### src/hw/rtl/sha256_pkg.sv
// shared types, round constants and mixing functions for the sha-256 hasher
`timescale 1ns / 1ps

package sha256_pkg;

	localparam int FILL_W = 6;
	localparam int LEN_W = 61;
	localparam int RND_W = 6;
	localparam int WIDX_W = 3;

	localparam logic [FILL_W-1:0] FILL_LAST = 6'd63;
	localparam logic [FILL_W-1:0] FILL_LEN_AT = 6'd56;
	localparam logic [RND_W-1:0] RND_LAST = 6'd63;
	localparam logic [WIDX_W-1:0] WIDX_LAST = 3'd7;
	localparam logic [7:0] PAD_BYTE = 8'h80;

	localparam logic [31:0] ROUND_K [64] = '{
		32'h428a2f98, 32'h71374491, 32'hb5c0fbcf, 32'he9b5dba5,
		32'h3956c25b, 32'h59f111f1, 32'h923f82a4, 32'hab1c5ed5,
		32'hd807aa98, 32'h12835b01, 32'h243185be, 32'h550c7dc3,
		32'h72be5d74, 32'h80deb1fe, 32'h9bdc06a7, 32'hc19bf174,
		32'he49b69c1, 32'hefbe4786, 32'h0fc19dc6, 32'h240ca1cc,
		32'h2de92c6f, 32'h4a7484aa, 32'h5cb0a9dc, 32'h76f988da,
		32'h983e5152, 32'ha831c66d, 32'hb00327c8, 32'hbf597fc7,
		32'hc6e00bf3, 32'hd5a79147, 32'h06ca6351, 32'h14292967,
		32'h27b70a85, 32'h2e1b2138, 32'h4d2c6dfc, 32'h53380d13,
		32'h650a7354, 32'h766a0abb, 32'h81c2c92e, 32'h92722c85,
		32'ha2bfe8a1, 32'ha81a664b, 32'hc24b8b70, 32'hc76c51a3,
		32'hd192e819, 32'hd6990624, 32'hf40e3585, 32'h106aa070,
		32'h19a4c116, 32'h1e376c08, 32'h2748774c, 32'h34b0bcb5,
		32'h391c0cb3, 32'h4ed8aa4a, 32'h5b9cca4f, 32'h682e6ff3,
		32'h748f82ee, 32'h78a5636f, 32'h84c87814, 32'h8cc70208,
		32'h90befffa, 32'ha4506ceb, 32'hbef9a3f7, 32'hc67178f2
	};

	localparam logic [31:0] INIT_HASH [8] = '{
		32'h6a09e667, 32'hbb67ae85, 32'h3c6ef372, 32'ha54ff53a,
		32'h510e527f, 32'h9b05688c, 32'h1f83d9ab, 32'h5be0cd19
	};

	typedef enum logic [6:0] {
		ST_IDLE     = 7'b0000001,
		ST_PAD_ONE  = 7'b0000010,
		ST_PAD_ZERO = 7'b0000100,
		ST_PAD_LEN  = 7'b0001000,
		ST_ROUND    = 7'b0010000,
		ST_FINAL    = 7'b0100000,
		ST_OUT      = 7'b1000000
	} ctrl_state_t;

	typedef enum logic [1:0] {
		SRC_DATA = 2'd0,
		SRC_PAD  = 2'd1,
		SRC_ZERO = 2'd2,
		SRC_LEN  = 2'd3
	} byte_src_t;

	typedef struct packed {
		logic              push;
		byte_src_t         src;
		logic              count_len;
		logic              start;
		logic              round;
		logic              add_hash;
		logic              clear_msg;
		logic [WIDX_W-1:0] word_idx;
	} dp_cmd_t;

	typedef struct packed {
		logic [FILL_W-1:0] fill;
		logic              round_last;
	} dp_status_t;

	function automatic logic [31:0] big_s0(input logic [31:0] x);
		return {x[1:0], x[31:2]} ^ {x[12:0], x[31:13]} ^ {x[21:0], x[31:22]};
	endfunction

	function automatic logic [31:0] big_s1(input logic [31:0] x);
		return {x[5:0], x[31:6]} ^ {x[10:0], x[31:11]} ^ {x[24:0], x[31:25]};
	endfunction

	function automatic logic [31:0] small_s0(input logic [31:0] x);
		return {x[6:0], x[31:7]} ^ {x[17:0], x[31:18]} ^ {3'b000, x[31:3]};
	endfunction

	function automatic logic [31:0] small_s1(input logic [31:0] x);
		return {x[16:0], x[31:17]} ^ {x[18:0], x[31:19]} ^ {10'b0, x[31:10]};
	endfunction

	function automatic logic [31:0] choose(input logic [31:0] e, input logic [31:0] f,
			input logic [31:0] g);
		return (e & f) ^ (~e & g);
	endfunction

	function automatic logic [31:0] majority(input logic [31:0] a, input logic [31:0] b,
			input logic [31:0] c);
		return (a & b) ^ (a & c) ^ (b & c);
	endfunction

endpackage

### src/hw/rtl/sha256_dp.sv
// datapath: block shift register, message schedule, round unit, hash words and length
`timescale 1ns / 1ps

module sha256_dp (
	input  logic                 clk,
	input  logic                 arst_n,
	input  sha256_pkg::dp_cmd_t  cmd,
	input  logic [7:0]           data_byte,
	output sha256_pkg::dp_status_t stat,
	output logic [31:0]          digest
);

	logic [511:0]                      blk_q;
	logic [sha256_pkg::FILL_W-1:0]     fill_q;
	logic [sha256_pkg::LEN_W-1:0]      len_q;
	logic [sha256_pkg::RND_W-1:0]      rnd_q;
	logic [31:0]                       hash_q [8];
	logic [31:0]                       v_q [8];

	logic [63:0]  bit_len;
	logic [5:0]   len_lsb;
	logic [7:0]   push_byte;
	logic [31:0]  w_cur;
	logic [31:0]  w_new;
	logic [31:0]  t1;
	logic [31:0]  t2;

	assign bit_len = {len_q, 3'b000};
	assign len_lsb = {~fill_q[2:0], 3'b000};

	always_comb begin
		case (cmd.src)
			sha256_pkg::SRC_DATA: push_byte = data_byte;
			sha256_pkg::SRC_PAD:  push_byte = sha256_pkg::PAD_BYTE;
			sha256_pkg::SRC_ZERO: push_byte = 8'h00;
			sha256_pkg::SRC_LEN:  push_byte = bit_len[len_lsb +: 8];
			default:              push_byte = 8'h00;
		endcase
	end

	// window word k sits at blk_q[511-32k -: 32]
	assign w_cur = blk_q[511:480];
	assign w_new = sha256_pkg::small_s1(blk_q[63:32]) + blk_q[223:192]
		+ sha256_pkg::small_s0(blk_q[479:448]) + w_cur;

	assign t1 = v_q[7] + sha256_pkg::big_s1(v_q[4])
		+ sha256_pkg::choose(v_q[4], v_q[5], v_q[6])
		+ sha256_pkg::ROUND_K[rnd_q] + w_cur;
	assign t2 = sha256_pkg::big_s0(v_q[0]) + sha256_pkg::majority(v_q[0], v_q[1], v_q[2]);

	always_ff @(posedge clk) begin
		if (cmd.push) begin
			blk_q <= {blk_q[503:0], push_byte};
		end else if (cmd.round) begin
			blk_q <= {blk_q[479:0], w_new};
		end
		if (cmd.start) begin
			for (int i = 0; i < 8; i++) begin
				v_q[i] <= hash_q[i];
			end
		end else if (cmd.round) begin
			v_q[0] <= t1 + t2;
			v_q[1] <= v_q[0];
			v_q[2] <= v_q[1];
			v_q[3] <= v_q[2];
			v_q[4] <= v_q[3] + t1;
			v_q[5] <= v_q[4];
			v_q[6] <= v_q[5];
			v_q[7] <= v_q[6];
		end
	end

	always_ff @(posedge clk or negedge arst_n) begin
		if (!arst_n) begin
			fill_q <= '0;
			len_q  <= '0;
			rnd_q  <= '0;
			for (int i = 0; i < 8; i++) begin
				hash_q[i] <= sha256_pkg::INIT_HASH[i];
			end
		end else begin
			if (cmd.clear_msg) begin
				fill_q <= '0;
			end else if (cmd.push) begin
				fill_q <= fill_q + 1'b1;
			end
			if (cmd.clear_msg) begin
				len_q <= '0;
			end else if (cmd.count_len) begin
				len_q <= len_q + 1'b1;
			end
			if (cmd.start) begin
				rnd_q <= '0;
			end else if (cmd.round) begin
				rnd_q <= rnd_q + 1'b1;
			end
			if (cmd.clear_msg) begin
				for (int i = 0; i < 8; i++) begin
					hash_q[i] <= sha256_pkg::INIT_HASH[i];
				end
			end else if (cmd.add_hash) begin
				for (int i = 0; i < 8; i++) begin
					hash_q[i] <= hash_q[i] + v_q[i];
				end
			end
		end
	end

	assign stat.fill       = fill_q;
	assign stat.round_last = (rnd_q == sha256_pkg::RND_LAST);
	assign digest          = hash_q[cmd.word_idx];

endmodule

### src/hw/rtl/sha256_ctrl.sv
// controller: byte intake, padding sequence, round count and digest output
`timescale 1ns / 1ps

module sha256_ctrl (
	input  logic                              clk,
	input  logic                              arst_n,
	input  logic                              s_tvalid,
	output logic                              s_tready,
	input  logic                              s_tuser,
	input  logic                              s_tlast,
	output logic                              m_tvalid,
	input  logic                              m_tready,
	output logic [sha256_pkg::WIDX_W-1:0]     m_tuser,
	output logic                              m_tlast,
	input  sha256_pkg::dp_status_t            stat,
	output sha256_pkg::dp_cmd_t               cmd
);

	sha256_pkg::ctrl_state_t           state_q;
	sha256_pkg::ctrl_state_t           state_d;
	sha256_pkg::ctrl_state_t           resume_q;
	sha256_pkg::ctrl_state_t           resume_d;
	logic [sha256_pkg::WIDX_W-1:0]     widx_q;
	logic                              block_full;

	assign block_full = (stat.fill == sha256_pkg::FILL_LAST);

	always_comb begin
		cmd          = '0;
		cmd.src      = sha256_pkg::SRC_DATA;
		cmd.word_idx = widx_q;
		state_d      = state_q;
		resume_d     = resume_q;
		s_tready     = 1'b0;
		m_tvalid     = 1'b0;
		unique case (state_q)
			sha256_pkg::ST_IDLE: begin
				s_tready = 1'b1;
				if (s_tvalid) begin
					state_d = s_tlast ? sha256_pkg::ST_PAD_ONE : sha256_pkg::ST_IDLE;
					if (s_tuser) begin
						cmd.push      = 1'b1;
						cmd.count_len = 1'b1;
						if (block_full) begin
							cmd.start = 1'b1;
							resume_d  = state_d;
							state_d   = sha256_pkg::ST_ROUND;
						end
					end
				end
			end
			sha256_pkg::ST_PAD_ONE: begin
				cmd.push = 1'b1;
				cmd.src  = sha256_pkg::SRC_PAD;
				state_d  = sha256_pkg::ST_PAD_ZERO;
				if (block_full) begin
					cmd.start = 1'b1;
					resume_d  = sha256_pkg::ST_PAD_ZERO;
					state_d   = sha256_pkg::ST_ROUND;
				end
			end
			sha256_pkg::ST_PAD_ZERO: begin
				if (stat.fill == sha256_pkg::FILL_LEN_AT) begin
					state_d = sha256_pkg::ST_PAD_LEN;
				end else begin
					cmd.push = 1'b1;
					cmd.src  = sha256_pkg::SRC_ZERO;
					if (block_full) begin
						cmd.start = 1'b1;
						resume_d  = sha256_pkg::ST_PAD_ZERO;
						state_d   = sha256_pkg::ST_ROUND;
					end
				end
			end
			sha256_pkg::ST_PAD_LEN: begin
				cmd.push = 1'b1;
				cmd.src  = sha256_pkg::SRC_LEN;
				if (block_full) begin
					cmd.start = 1'b1;
					resume_d  = sha256_pkg::ST_OUT;
					state_d   = sha256_pkg::ST_ROUND;
				end
			end
			sha256_pkg::ST_ROUND: begin
				cmd.round = 1'b1;
				if (stat.round_last) begin
					state_d = sha256_pkg::ST_FINAL;
				end
			end
			sha256_pkg::ST_FINAL: begin
				cmd.add_hash = 1'b1;
				state_d      = resume_q;
			end
			sha256_pkg::ST_OUT: begin
				m_tvalid = 1'b1;
				if (m_tready && widx_q == sha256_pkg::WIDX_LAST) begin
					cmd.clear_msg = 1'b1;
					state_d       = sha256_pkg::ST_IDLE;
				end
			end
			default: begin
				state_d = sha256_pkg::ST_IDLE;
			end
		endcase
	end

	always_ff @(posedge clk or negedge arst_n) begin
		if (!arst_n) begin
			state_q  <= sha256_pkg::ST_IDLE;
			resume_q <= sha256_pkg::ST_IDLE;
			widx_q   <= '0;
		end else begin
			state_q  <= state_d;
			resume_q <= resume_d;
			if (m_tvalid && m_tready) begin
				widx_q <= widx_q + 1'b1;
			end
		end
	end

	assign m_tuser = widx_q;
	assign m_tlast = (widx_q == sha256_pkg::WIDX_LAST);

endmodule

### src/hw/rtl/sha256_stream_hasher.sv
// top level of the byte-stream sha-256 hasher
`timescale 1ns / 1ps

// Takes one message byte per beat and returns the 256-bit digest as eight 32-bit beats,
// most significant word first, with tlast on the eighth. A beat with tuser low carries no
// byte; tlast closes the message after any byte in the same beat, and the next message
// starts from the standard initial hash. Bytes are taken one per cycle while a 64-byte
// block fills; each completed block then holds s_tready low while it runs 64 rounds, one
// per cycle in the single round unit, and then folds the result into the hash.
// Closing a message runs the padding one byte per cycle, pausing while a completed block
// runs its rounds: 9 to 72 bytes, plus a step that pushes no byte before the length bytes,
// filling one or two blocks, after which the eight digest beats are offered; new input is
// taken once the last of them has been accepted.
module sha256_stream_hasher (
	input  logic        clk,
	input  logic        arst_n,
	input  logic        s_tvalid,
	output logic        s_tready,
	input  logic [7:0]  s_tdata,   // data_byte
	input  logic        s_tuser,   // byte_present
	input  logic        s_tlast,   // end_of_message
	output logic        m_tvalid,
	input  logic        m_tready,
	output logic [31:0] m_tdata,   // digest_word
	output logic [2:0]  m_tuser,   // word_index
	output logic        m_tlast    // last_word
);

	sha256_pkg::dp_cmd_t    cmd;
	sha256_pkg::dp_status_t stat;

	sha256_ctrl u_ctrl (
		.clk      (clk),
		.arst_n   (arst_n),
		.s_tvalid (s_tvalid),
		.s_tready (s_tready),
		.s_tuser  (s_tuser),
		.s_tlast  (s_tlast),
		.m_tvalid (m_tvalid),
		.m_tready (m_tready),
		.m_tuser  (m_tuser),
		.m_tlast  (m_tlast),
		.stat     (stat),
		.cmd      (cmd)
	);

	sha256_dp u_dp (
		.clk       (clk),
		.arst_n    (arst_n),
		.cmd       (cmd),
		.data_byte (s_tdata),
		.stat      (stat),
		.digest    (m_tdata)
	);

	a_no_overlap: assert property (@(posedge clk) disable iff (!arst_n)
		!(s_tready && m_tvalid))
		else $error("input taken while digest pending");

	a_pad_done: assert property (@(posedge clk) disable iff (!arst_n)
		m_tvalid |-> stat.fill == '0)
		else $error("digest offered with partial block");

	a_close_blocks: assert property (@(posedge clk) disable iff (!arst_n)
		s_tvalid && s_tready && s_tlast |=> !s_tready)
		else $error("end of message did not start padding");

	a_back_idle: assert property (@(posedge clk) disable iff (!arst_n)
		m_tvalid && m_tready && m_tlast |=> s_tready && !m_tvalid)
		else $error("no return to intake after digest");

endmodule
### config.mk
export PLATFORM = sky130hd
export DESIGN_NAME = sha256_stream_hasher
export DESIGN_NICKNAME = d
export VERILOG_FILES = /design/src/hw/rtl/sha256_pkg.sv /design/src/hw/rtl/sha256_dp.sv /design/src/hw/rtl/sha256_ctrl.sv /design/src/hw/rtl/sha256_stream_hasher.sv
export SDC_FILE = /design/constraint.sdc
export NUM_CORES = 2
export LEC_CHECK = 0
export BUFFER_PORTS_ARGS = -buffer_cell sky130_fd_sc_hd__buf_2
export CAP_MARGIN = 20
export CORE_MARGIN = 2
export CORE_UTILIZATION = 50
export CTS_BUF_LIST = sky130_fd_sc_hd__clkbuf_4 sky130_fd_sc_hd__clkbuf_8
export DETAILED_ROUTE_END_ITERATION = 10
export PLACE_DENSITY = 0.65
export SETUP_SLACK_MARGIN = 0.1
export SYNTH_ARGS = -nofsm -noshare
export SYNTH_HDL_FRONTEND = slang
export SYNTH_SLANG_ARGS = --single-unit
### constraint.sdc
create_clock -name clk -period 17.6 [get_ports clk]
set_input_delay 3.52 -clock clk [delete_from_list [all_inputs] [get_ports clk]]
set_output_delay 3.52 -clock clk [all_outputs]
set_load 0.02 [all_outputs]
# After elaboration in Yosys (flattened, before gate mapping)
# Memories as Yosys holds them, arrays and structs flattened.
# Index checks and enable logic that the tools add are counted.
dict set report op_classes {
  div 0
  bitwise 28
  muxes 63
  reduce_logical 12
  order_cmp 2
  n_eq_ne 21
  n_addsub 22
  n_shift 1
  multipliers 0
}
# cell count
set op_table {}
lappend op_table {{2-to-1 mux 512 bit} 2}
lappend op_table {{adder 32 bit} 18}
lappend op_table {{2-to-1 mux 256 bit} 2}
lappend op_table {{2-to-1 mux 32 bit} 12}
lappend op_table {{bitwise XOR 32 bit} 9}
lappend op_table {{bitwise AND 32 bit} 5}
lappend op_table {{2-to-1 mux 61 bit} 2}
lappend op_table {{binary-select mux 32 bit (select 3 bit)} 1}
lappend op_table {{2-to-1 mux 7 bit} 13}
lappend op_table {{variable part select 64 x 7 -> 8 bit} 1}
lappend op_table {{adder 61 x 1 -> 61 bit, second input constant} 1}
lappend op_table {{case mux 7 bit (7 select lines)} 1}
lappend op_table {{inverter 32 bit} 1}
lappend op_table {{case mux 8 bit (4 select lines)} 1}
lappend op_table {{bitwise XOR 32 x 22 -> 32 bit} 1}
lappend op_table {{bitwise XOR 32 x 29 -> 32 bit} 1}
lappend op_table {{case mux 7 bit (4 select lines)} 1}
lappend op_table {{2-to-1 mux 6 bit} 4}
lappend op_table {{== test 6 bit, second input constant} 3}
lappend op_table {{2-to-1 mux 1 bit} 16}
lappend op_table {{adder 6 x 1 -> 6 bit, second input constant} 2}
lappend op_table {{nonzero test 2 bit} 5}
lappend op_table {{!= test 2 bit, second input constant} 4}
lappend op_table {{bitwise OR 1 bit} 8}
lappend op_table {{28 further kinds} 35}
dict set report word_totals {
  n_memories 2
  ff_bits 858
  out_inout_bits 38
  latchBits 0
  input_bits 14
  rom_bits 2048
  word_cells 166
  ram_bits 256
}
# name words width read_ports rd_ports_with_merged_regs wr line
set mem_list {}
lappend mem_list {{(no name shown)} 64 32 1 0 0 sha256_dp.sv:48} ;# + sha256_pkg::ROUND_K[rnd_q] + w_cur;
lappend mem_list {u_dp.v_q 8 32 8 0 8 sha256_dp.sv:18} ;# logic [31:0] v_q [8];

# Depth between registers and ports, before layout
# An unclocked memory read counts as a cell.
dict set report depth {
  word_depth 9
  ltp_mapped 41
  mapped_depth_nobuf 40
}

# Modules after synthesis
# A second synthesis with hierarchy kept.
dict set report hier_totals {
  cells_unflattened 7420
  hier_area_um2 77098.9
}
# module instances cells_each seq_area_each_um2 area_each_um2
set by_module_without_submodules {}
lappend by_module_without_submodules {sha256_dp 1 7303 31465.2 76068.0}
lappend by_module_without_submodules {sha256_ctrl 1 117 352.8 1031.0}

# Worst setup path after synthesis
# Ideal clock, no wire load.
dict set report synth_path {
  path_type {input to register}
  start {input port s_tvalid}
  end {register u_dp.blk_q[0] (enable)}
  required_time_ns 13.968
  setup_slack_ns 1.090
  n_path_buf 3
  path_stages 6
  arrival_ns 12.878
  setup_time_ns 3.632
  path_cell_list {nand3_1 and2_1 clkbuf_1 clkbuf_1 clkbuf_1 nand2_1}
}
dict set report synth_via {
  elab_chain_cells 3
}
# item line
set synth_lines {}
lappend synth_lines {{start: declaration} sha256_stream_hasher.sv:17} ;# input logic s_tvalid,
lappend synth_lines {{2-to-1 mux 1 bit} sha256_ctrl.sv:39} ;# if (s_tvalid) begin
lappend synth_lines {{case mux 1 bit (3 select lines)} sha256_ctrl.sv:36} ;# unique case (state_q)
lappend synth_lines {{nonzero test 2 bit (no line)} -}
lappend synth_lines {{end signal: assignment} sha256_dp.sv:53} ;# blk_q <= {blk_q[503:0], push_byte};
lappend synth_lines {{end signal: assignment} sha256_dp.sv:55} ;# blk_q <= {blk_q[479:0], w_new};
lappend synth_lines {{end: declaration} sha256_dp.sv:13} ;# logic [511:0] blk_q;
# No other way between the ends.
# A chain may end at the register's enable or synchronous reset.

==> reports/summary.md <==
TritonCTS built the clock tree. The most frequent cell on the critical path is sky130_fd_sc_hd__fa_1. For this design, the slowest cell found on the critical path is sky130_fd_sc_hd__a221oi_1. STA puts the critical path data required time at 18.22 ns.

The die covers 0.155 mm2. The tool flagged a number of max-cap violations equal to 0. Chip width: 394 um. After synthesis, the netlist uses 91 different library cells. Dividing the detail-routed via count by the number of cells gives 5.91.

The average instance in the mapped netlist occupies 9.16 um2. After synthesis the netlist holds a flip-flop and latch count of 1111. In this run the tool buffered the top-level ports with 51 buffer cells.

The cell area after synthesis came out at 0.0760 mm2. Clock latency on the worst-skew pair, taken at its later pin, is 0.95 ns. The portion of the clock cycle consumed by the worst path in the final layout came out at 0.585. The number of gates resized after CTS was 0.

In the post-synthesis netlist, the biggest area contributors are sky130_fd_sc_hd__edfxtp_1 30%, sky130_fd_sc_hd__nand2_1 12%, sky130_fd_sc_hd__dfrtp_1 6.8%. The design draws 18100 uW. For the initial core utilization, the log shows 0.502. Portion of the post-synthesis area used by sequential elements: 0.419. Global routing finished with a remaining overflow of 0. The number of nets in the final layout was 8767. The number of pins exceeding their max-slew limit in the final report came out at 0.

Summed over all cells, the static leakage comes to 0.0359 uW. The tools report the worst setup skew after layout as 0.0618 ns. Setup repair after global routing left no endpoint under its margin. For this design, the CTS-stage hold fixing added 0 buffers. The top cell types in the final layout, fill and taps aside, are 2408 x sky130_fd_sc_hd__nand2_1, 768 x sky130_fd_sc_hd__edfxtp_1, 538 x sky130_fd_sc_hd__o21ai_0. Counting flops with a built-in enable in the synthesized netlist gives 768. The tools report the normalized max-slew margin as 0.221. The tools report the number of placed I/O pins as 52. The run gives 240000 um as the final wirelength.

Nature of the critical path startpoint: a flip-flop. At the end of routability-driven placement, the weighted congestion stood at 0.975. On the worst path, the slowest cell contributes a delay of 0.70 ns.

Setup violations remaining at the end of the flow were counted as 0. The primary flip-flop cell chosen by synthesis mapping was sky130_fd_sc_hd__edfxtp_1. Entering global routing, the biggest net connects 202 pins. The finished layout holds 10400 standard cells, fillers aside. The count of H-tree levels built during CTS was 4.

Of all cell types, the one taking the most synthesized area is sky130_fd_sc_hd__edfxtp_1. The initialized floorplan defines 143 standard-cell rows. The first TritonRoute pass finished after 6 iterations.

The slack of the critical path was 7.31 ns. The proportion of netlist area held by the largest area contributor came out at 0.303. The tools report the synthesized instance count as 8294.

The number of setup buffers added after CTS is 0. The logs give 13700 for the number of fill cells and 0 for the number of synthesis warnings. The most common cell after layout, fill and taps aside is sky130_fd_sc_hd__nand2_1.

Across the VDD grid, the largest voltage drop is 0.000409 V. The run finished with clean final reports. The via count of the first global-routing pass is 59100.

Pre-CTS setup slack: 7.64 ns. The number of endpoints with negative hold slack in the final report was 0; the count of clock tree sinks was 1111. The tools report the global-route usage over all layers as 0.305. The HPWL after detailed placement is 174000 um. For the pin with the worst max-slew slack, the measured transition is 1.17 ns.

In the final timing run, aggregate negative setup slack is 0 ns. Summing over every cut layer, the via total after detailed routing is 61200. The run gives 0.151 mm2 as the placeable core region. The tools report the final cell utilization of the core as 0.542. The run gives 10 as the number of antenna violations at the first check in global routing.

Classification of the worst-slack hold path: reg2reg. Data arrives at the worst endpoint at 10.91 ns. The category of the most critical setup path is reg2reg.

The height of the chip is 394 um, and the clock period minus final worst setup slack is 10.29 ns. After clock tree synthesis, the clock-pin slew on the worst setup and hold paths is 0.07 ns. The ratio of cells with drive above 1 in the final layout is 0.0961, and the power density over cell area is 221 mW/mm2. Clock tree synthesis selected as its root buffer the cell sky130_fd_sc_hd__clkbuf_8. The async set-or-reset flop fraction in the synthesized netlist was 0.309.

In the final routed layout, each cell accounts on average for 23.2 um. TritonCTS created 197 clock buffers. The kind of capture point of the worst setup path was a flip-flop. Based on the critical path, the design can be clocked at up to 97.2 MHz.

Including well taps, the total number of placed cells is 9992. The count of antenna-violating nets left after detailed routing was 0. Compared with the post-synthesis result, the final layout area differs by 7.89%. The total DRC errors in the routed layout was 0; the wire length of the first global-routing pass was 364000 um. For the maximum root-to-sink buffer count, the log shows 3. The number of nets produced by synthesis is 8900, and the maximum net fanout on the critical path is 21. The initial detailed-routing violation count is 5983.
## cells in the mapped netlist, drive strengths merged, types with 43 or more instances
cell type / count
inv: 293
a211oi: 56
o21a: 74
mux4: 78
dfstp: 138
clkbuf: 436
o21ai: 539
nor2b: 46
or3: 43
and3: 60
xnor2: 381
xor2: 234
a21oi: 449
ha: 397
dfrtp: 205
nor3: 123
nand2: 2414
a21o: 153
nand2b: 75
mux2i: 47
edfxtp: 768
nor2: 344
nand3: 173
fa: 195
## layout make-up
type	instances	area, um2	share of cell area
repair buffers	138	961	0.0117
inverters	296	1110	0.0136
diodes	3	7.51	0.0000916
clock inverters	60	464	0.00566
well taps	2030	2540	0.0310
flip-flops and latches	1111	31800	0.388
clock buffers	311	3710	0.0453
multi-input cells	6417	41400	0.504
## critical path: cells and delay by family, from the launching register on
family | cells | cell delay [ns]
AOI/OAI and AO/OA | 15 | 4.07
xor gates and xnor gates | 2 | 0.61
adders and majority gates | 7 | 3.09
buffers and inverters | 7 | 1.50
DFF | 1 | 0.32
and+or+nand+nor | 3 | 0.35
## layer usage
layer  up-vias  global-route usage  wire length [um]
li1      28400                   -                 -
met3       497              0.0479             16900
met4         6               0.140             11900
met1     30000               0.407            100000
met5         -                   0                50
met2      2323               0.490            111000
## final timing paths
path                       slack, ns            endpoint               start  cells after the start
setup / recovery                7.31    u_dp.v_q[0][157]       u_dp.rnd_q[1]                     34
hold / removal                  0.48  u_ctrl.resume_q[0]  u_ctrl.resume_q[0]                      2
setup reg to reg                7.31    u_dp.v_q[0][157]       u_dp.rnd_q[1]                     34
hold reg to reg                 0.48  u_ctrl.resume_q[0]  u_ctrl.resume_q[0]                      2
max in group asynchronous      12.85       u_dp.rnd_q[3]              arst_n                      3
min in group asynchronous       2.59    u_dp.hash_q[211]              arst_n                      1
## state kept, by name, summed over array words and instances, names as in the netlist
register         cells
u_ctrl.m_tuser       3
u_ctrl.state_q       7
u_dp.rnd_q           6
u_dp.blk_q         512
u_dp.fill_q          6
u_ctrl.resume_q      4
u_dp.v_q           256
u_dp.hash_q        256
u_dp.len_q          61
## cell families after synthesis
family / count (synthesis) / share of synthesized area
mux: 165 / 0.0352
simple gates: 3395 / 0.186
fa+ha+maj: 618 / 0.120
flops: 1111 / 0.419
buf+inv: 766 / 0.0381
xor+xnor: 615 / 0.0709
compound gates: 1624 / 0.131
## report_power, final
group	switching [uW]	leakage [uW]	total, uW	internal, uW
clock	1170	0.00222	2550	1380
sequential	634	0.0111	4720	4080
combinational	6640	0.0227	10900	4230
## metrics by stage
step           hold slack (ns)  instance area, um2
2_1_floorplan            0.444               76000
3_3_place_gp             0.458               77800
3_5_place_dp             0.469               77800
4_1_cts                  0.479               82000
5_1_grt                  0.495               82000
6_report                 0.475               82000
No activity file was read; power rests on OpenSTA's default activity.
